==> src/drsc_pkg.sv <==
// Shared constants and controller/datapath interface types for the
// dual-reference sliding correlator. No dependencies.
`default_nettype none

package drsc_pkg;

  localparam int unsigned WINDOW      = 1024;
  localparam int unsigned IDX_W       = $clog2(WINDOW);
  localparam int unsigned FILL_W      = $clog2(WINDOW + 1);
  localparam int unsigned SAMPLE_W    = 16;
  localparam int unsigned PROD_W      = 2 * SAMPLE_W;
  localparam int unsigned ACC_W       = PROD_W + IDX_W;
  // Divide by WINDOW * 512.
  localparam int unsigned SCALE_SHIFT = IDX_W + 9;
  localparam logic [ACC_W-1:0] SCALE_BIAS = ACC_W'((64'd1 << SCALE_SHIFT) - 64'd1);

  localparam logic MODE_LOAD   = 1'b0;
  localparam logic MODE_SAMPLE = 1'b1;

  typedef struct packed {
    logic issue;       // read one window/reference pair and advance the index
    logic clear;       // restart index and accumulators
    logic ring_write;  // store a new signal sample
    logic ref_write;   // store one reference sample
    logic load_out;    // move the scaled sums into the output register
  } ctrl_cmd_t;

  typedef struct packed {
    logic full_after;  // this signal sample completes the window
    logic last_index;  // index is at the final window position
    logic pipe_busy;   // reads or products still in flight
    logic out_free;    // output register can take a new result
  } dp_status_t;

endpackage

`default_nettype wire

==> src/drsc_ctrl.sv <==
// Controller of the sliding correlator: accepts items and sequences the
// window walk, drain and result hand-off. Uses drsc_pkg.
`default_nettype none

module drsc_ctrl (
  input  wire                   clk,
  input  wire                   rst,
  input  wire                   in_valid,
  output logic                  in_ready,
  input  wire                   mode,
  input  drsc_pkg::dp_status_t  status,
  output drsc_pkg::ctrl_cmd_t   cmd
);

  localparam logic [1:0] S_IDLE  = 2'd0;
  localparam logic [1:0] S_RUN   = 2'd1;
  localparam logic [1:0] S_DRAIN = 2'd2;
  localparam logic [1:0] S_DONE  = 2'd3;

  logic [1:0] state;
  logic [1:0] state_next;
  logic       accept;

  assign in_ready = state == S_IDLE;
  assign accept   = in_valid && in_ready;

  always_comb begin
    state_next = state;
    cmd        = '0;
    case (state)
      S_IDLE: begin
        if (accept) begin
          if (mode == drsc_pkg::MODE_SAMPLE) begin
            cmd.ring_write = 1'b1;
            if (status.full_after) begin
              cmd.clear  = 1'b1;
              state_next = S_RUN;
            end
          end else begin
            cmd.ref_write = 1'b1;
          end
        end
      end
      S_RUN: begin
        cmd.issue = 1'b1;
        if (status.last_index) begin
          state_next = S_DRAIN;
        end
      end
      S_DRAIN: begin
        if (!status.pipe_busy) begin
          state_next = S_DONE;
        end
      end
      S_DONE: begin
        // Hold until the previous result is taken.
        if (status.out_free) begin
          cmd.load_out = 1'b1;
          state_next   = S_IDLE;
        end
      end
      default: begin
        state_next = S_IDLE;
      end
    endcase
  end

  always_ff @(posedge clk) begin
    if (rst) begin
      state <= S_IDLE;
    end else begin
      state <= state_next;
    end
  end

endmodule

`default_nettype wire

==> config.mk <==
export PLATFORM = sky130hd
export DESIGN_NAME = drsc_ctrl
export DESIGN_NICKNAME = d
export VERILOG_FILES = /design/src/drsc_pkg.sv /design/src/drsc_ctrl.sv
export SDC_FILE = /design/constraint.sdc
export NUM_CORES = 1
export LEC_CHECK = 0
export ABC_AREA = 1
export BUFFER_PORTS_ARGS = -buffer_cell sky130_fd_sc_hd__buf_4
export CAP_MARGIN = 20
export CELL_PAD_IN_SITES_DETAIL_PLACEMENT = 1
export CELL_PAD_IN_SITES_GLOBAL_PLACEMENT = 1
export CORE_AREA = 2 2 39 41
export CTS_CLUSTER_SIZE = 24
export DETAILED_ROUTE_END_ITERATION = 6
export DIE_AREA = 0 0 41 43
export PLACE_DENSITY = 0.55
export SYNTH_ARGS = -nofsm -noshare
export SYNTH_HDL_FRONTEND = slang
export SYNTH_SLANG_ARGS = --single-unit
==> constraint.sdc <==
create_clock -name clk -period 1.85 [get_ports clk]
set_clock_uncertainty 0.2 [all_clocks]
set_input_delay 0.0925 -clock clk [delete_from_list [all_inputs] [get_ports clk]]
set_output_delay 0.0925 -clock clk [all_outputs]
set_load 0.05 [all_outputs]
==> impl_metrics.toml <==
[grt]
grt_pass1_wl_mm = 1.19
antenna_found_initial = 0
grt_usage_pct = 9.64
grt_pass1_vias = 337
grt_overflow_total = 0
grt_max_degree = 5

[route]
post_drt_wl_per_cell_um = 9.23
wl_met3_um = 43
drt_wl_total_um = 711
wl_met1_um = 268
top_layer = "met3"
wl_met2_um = 399
avgViaCountPerCell = 3.97
drc_errors = 0
vias = 306
drt_first_iter_violations = 2
drtAntennaViolNets = 0
firstDrtPassIters = 4

[setup_path]
cp-start-kind = "flip-flop"
cp.required_ns = 1.56
criticalPathCategory = "reg -> out"
critPathMaxFanout = 4
arrival_ns = 1.47
end_kind = "primary output"

[layout]
top_register = "state"
syn2layout_area_growth_pct = 77.8
top_regs = "state (2)"
drive_gt1_share_pct = 45.9
finalNonFillerCells = 77
mostFrequentLayoutCells = "buf_4 (12), inv_1 (10), nand2_1 (10)"
n_fill_cell = 181
final_common_cell = "buf_4"
largest_reg_flops = 2
layout.nets = 76
antennaDiodeCount = 0

[floorplanning]
start_util_pct = 19.2
fp.dieH_um = 43
dieWidth_um = 41
fp-row-count = 14
core_area_mm2 = 0.00138
dieArea_mm2 = 0.00176
io_pins = 14

[logic_synthesis]
ys_seq_elements = 2
synth.distinct_cells = 11
yosysSeqAreaShare_pct = 15.1
synth_area_per_cell_um2 = 6.03
ys_warn_count = 0
synth_cells = 44
synth_nets = 57
synthesis.area_um2 = 265

[clocking]
numCtsBuffers = 3
cts_sinks = 2
cts_buffer_depth = 2
cts_tree = "built"
clock_latency_ns = 0.22
cts-root-buf = "clkbuf_4"
path_clk_slew_ns = 0.03
post_cts_buffers = 0
h-tree-depth = 1

[timing]
hold_viol = 0
min_period_ns = 1.76
setup_tns_ns = 0
setup_viol = 0
maxSlewHeadroom_pct = 82.4
tightest_slew_ns = 0.263
grt_setup_unrepaired = "false"
fin_crit_sh_pct = 95.0
fmax_mhz = 569
drv_slew = 0

[worst_hold_path]
hold_class = "in -> reg"

[placed_design]
place_congestion = 0.699
placed_cells = 73
place.detailed.hpwl_um = 656
port_buffers = 13

[run_status]
status = "finished clean"

[power]
p_leak_nw = 0.265
p_per_area_mw_per_mm2 = 1900
ir_drop_uv = 770

[job]
drv_cap = 0
==> per-stage QoR <==
step / utilization (%) / worst slack (ns) / area [um2] / total power [mW] / hold slack, ns
after floorplan: - / 0.0737 / 315 / 0.668 / 0.0480
after global placement: 31.3 / 0.241 / 433 / 0.798 / 0.145
after detailed placement: 31.3 / 0.194 / 433 / 0.809 / 0.150
after CTS: 34.1 / 0.00371 / 472 / 0.922 / 0.0983
after global routing: 34.1 / 0.0161 / 472 / 0.983 / 0.147
final: 34.1 / 0.0919 / 472 / 0.897 / 0.100
==> report_power, final <==
group          internal, mW  switching (mW)
Clock                0.0713          0.0221
Sequential           0.0668          0.0283
Combinational         0.232           0.476
Total                 0.370           0.527
==> area by class of cell <==
| cell class | count | area [um2] | share of cell area [%] |
|---|---|---|---|
| Clock buffer | 3 | 22.5 | 4.77 |
| Inverter | 12 | 45.0 | 9.55 |
| Multi-Input combinational cell | 30 | 233 | 49.3 |
| Sequential cell | 2 | 40.0 | 8.49 |
| Tap cell | 16 | 20.0 | 4.24 |
| Timing Repair Buffer | 14 | 111 | 23.6 |
==> cells by family after synthesis <==
| family | after synthesis | synth area share, % |
|---|---|---|
| DFF | 2 | 15.1 |
| and+or+nand+nor | 25 | 44.3 |
| buffers and inverters | 12 | 17.0 |
| adders and majority gates | 5 | 23.6 |
==> worst paths after layout <==
kind	start	endpoint	slack, ns	cells past startpoint
max reg2reg	state[0]	state[1]	0.37	8
max	state[0]	cmd[3]	0.09	5
min reg2reg	state[0]	state[0]	0.34	2
min	status[1]	state[0]	0.10	6
==> layer usage <==
metal,up-vias,global-route usage [%]
met5,-,0
met4,0,4.00
met3,0,1.57
met2,11,18.1
met1,132,9.32
li1,163,-
==> critical path, cell delays in order, from the launching register on <==
cell and delay, ns:
dfxtp_1 0.34, inv_2 0.11, ha_2 0.22, inv_1 0.11
nor4_4 0.29, buf_6 0.19
==> Yosys cell counts <==
library cell	count	area, um2
nand2_1	10	37.5
nand3_2	1	10.0
nor2_1	5	18.8
nor4_1	1	6.26
dfxtp_1	2	40.0
inv_1	12	45.0
nor2_2	2	12.5
ha_1	5	62.6
nor3_1	2	10.0
nand2_2	2	12.5
nand3_1	2	10.0
==> repair_timing <==
action                                 in CTS  in global routing
hold buffers                                1                  0
setup endpoints to repair                   1                  1
endpoints found under the hold margin       2                  0
resized for setup                           2                  2
Power figures use the tool's default switching activity.
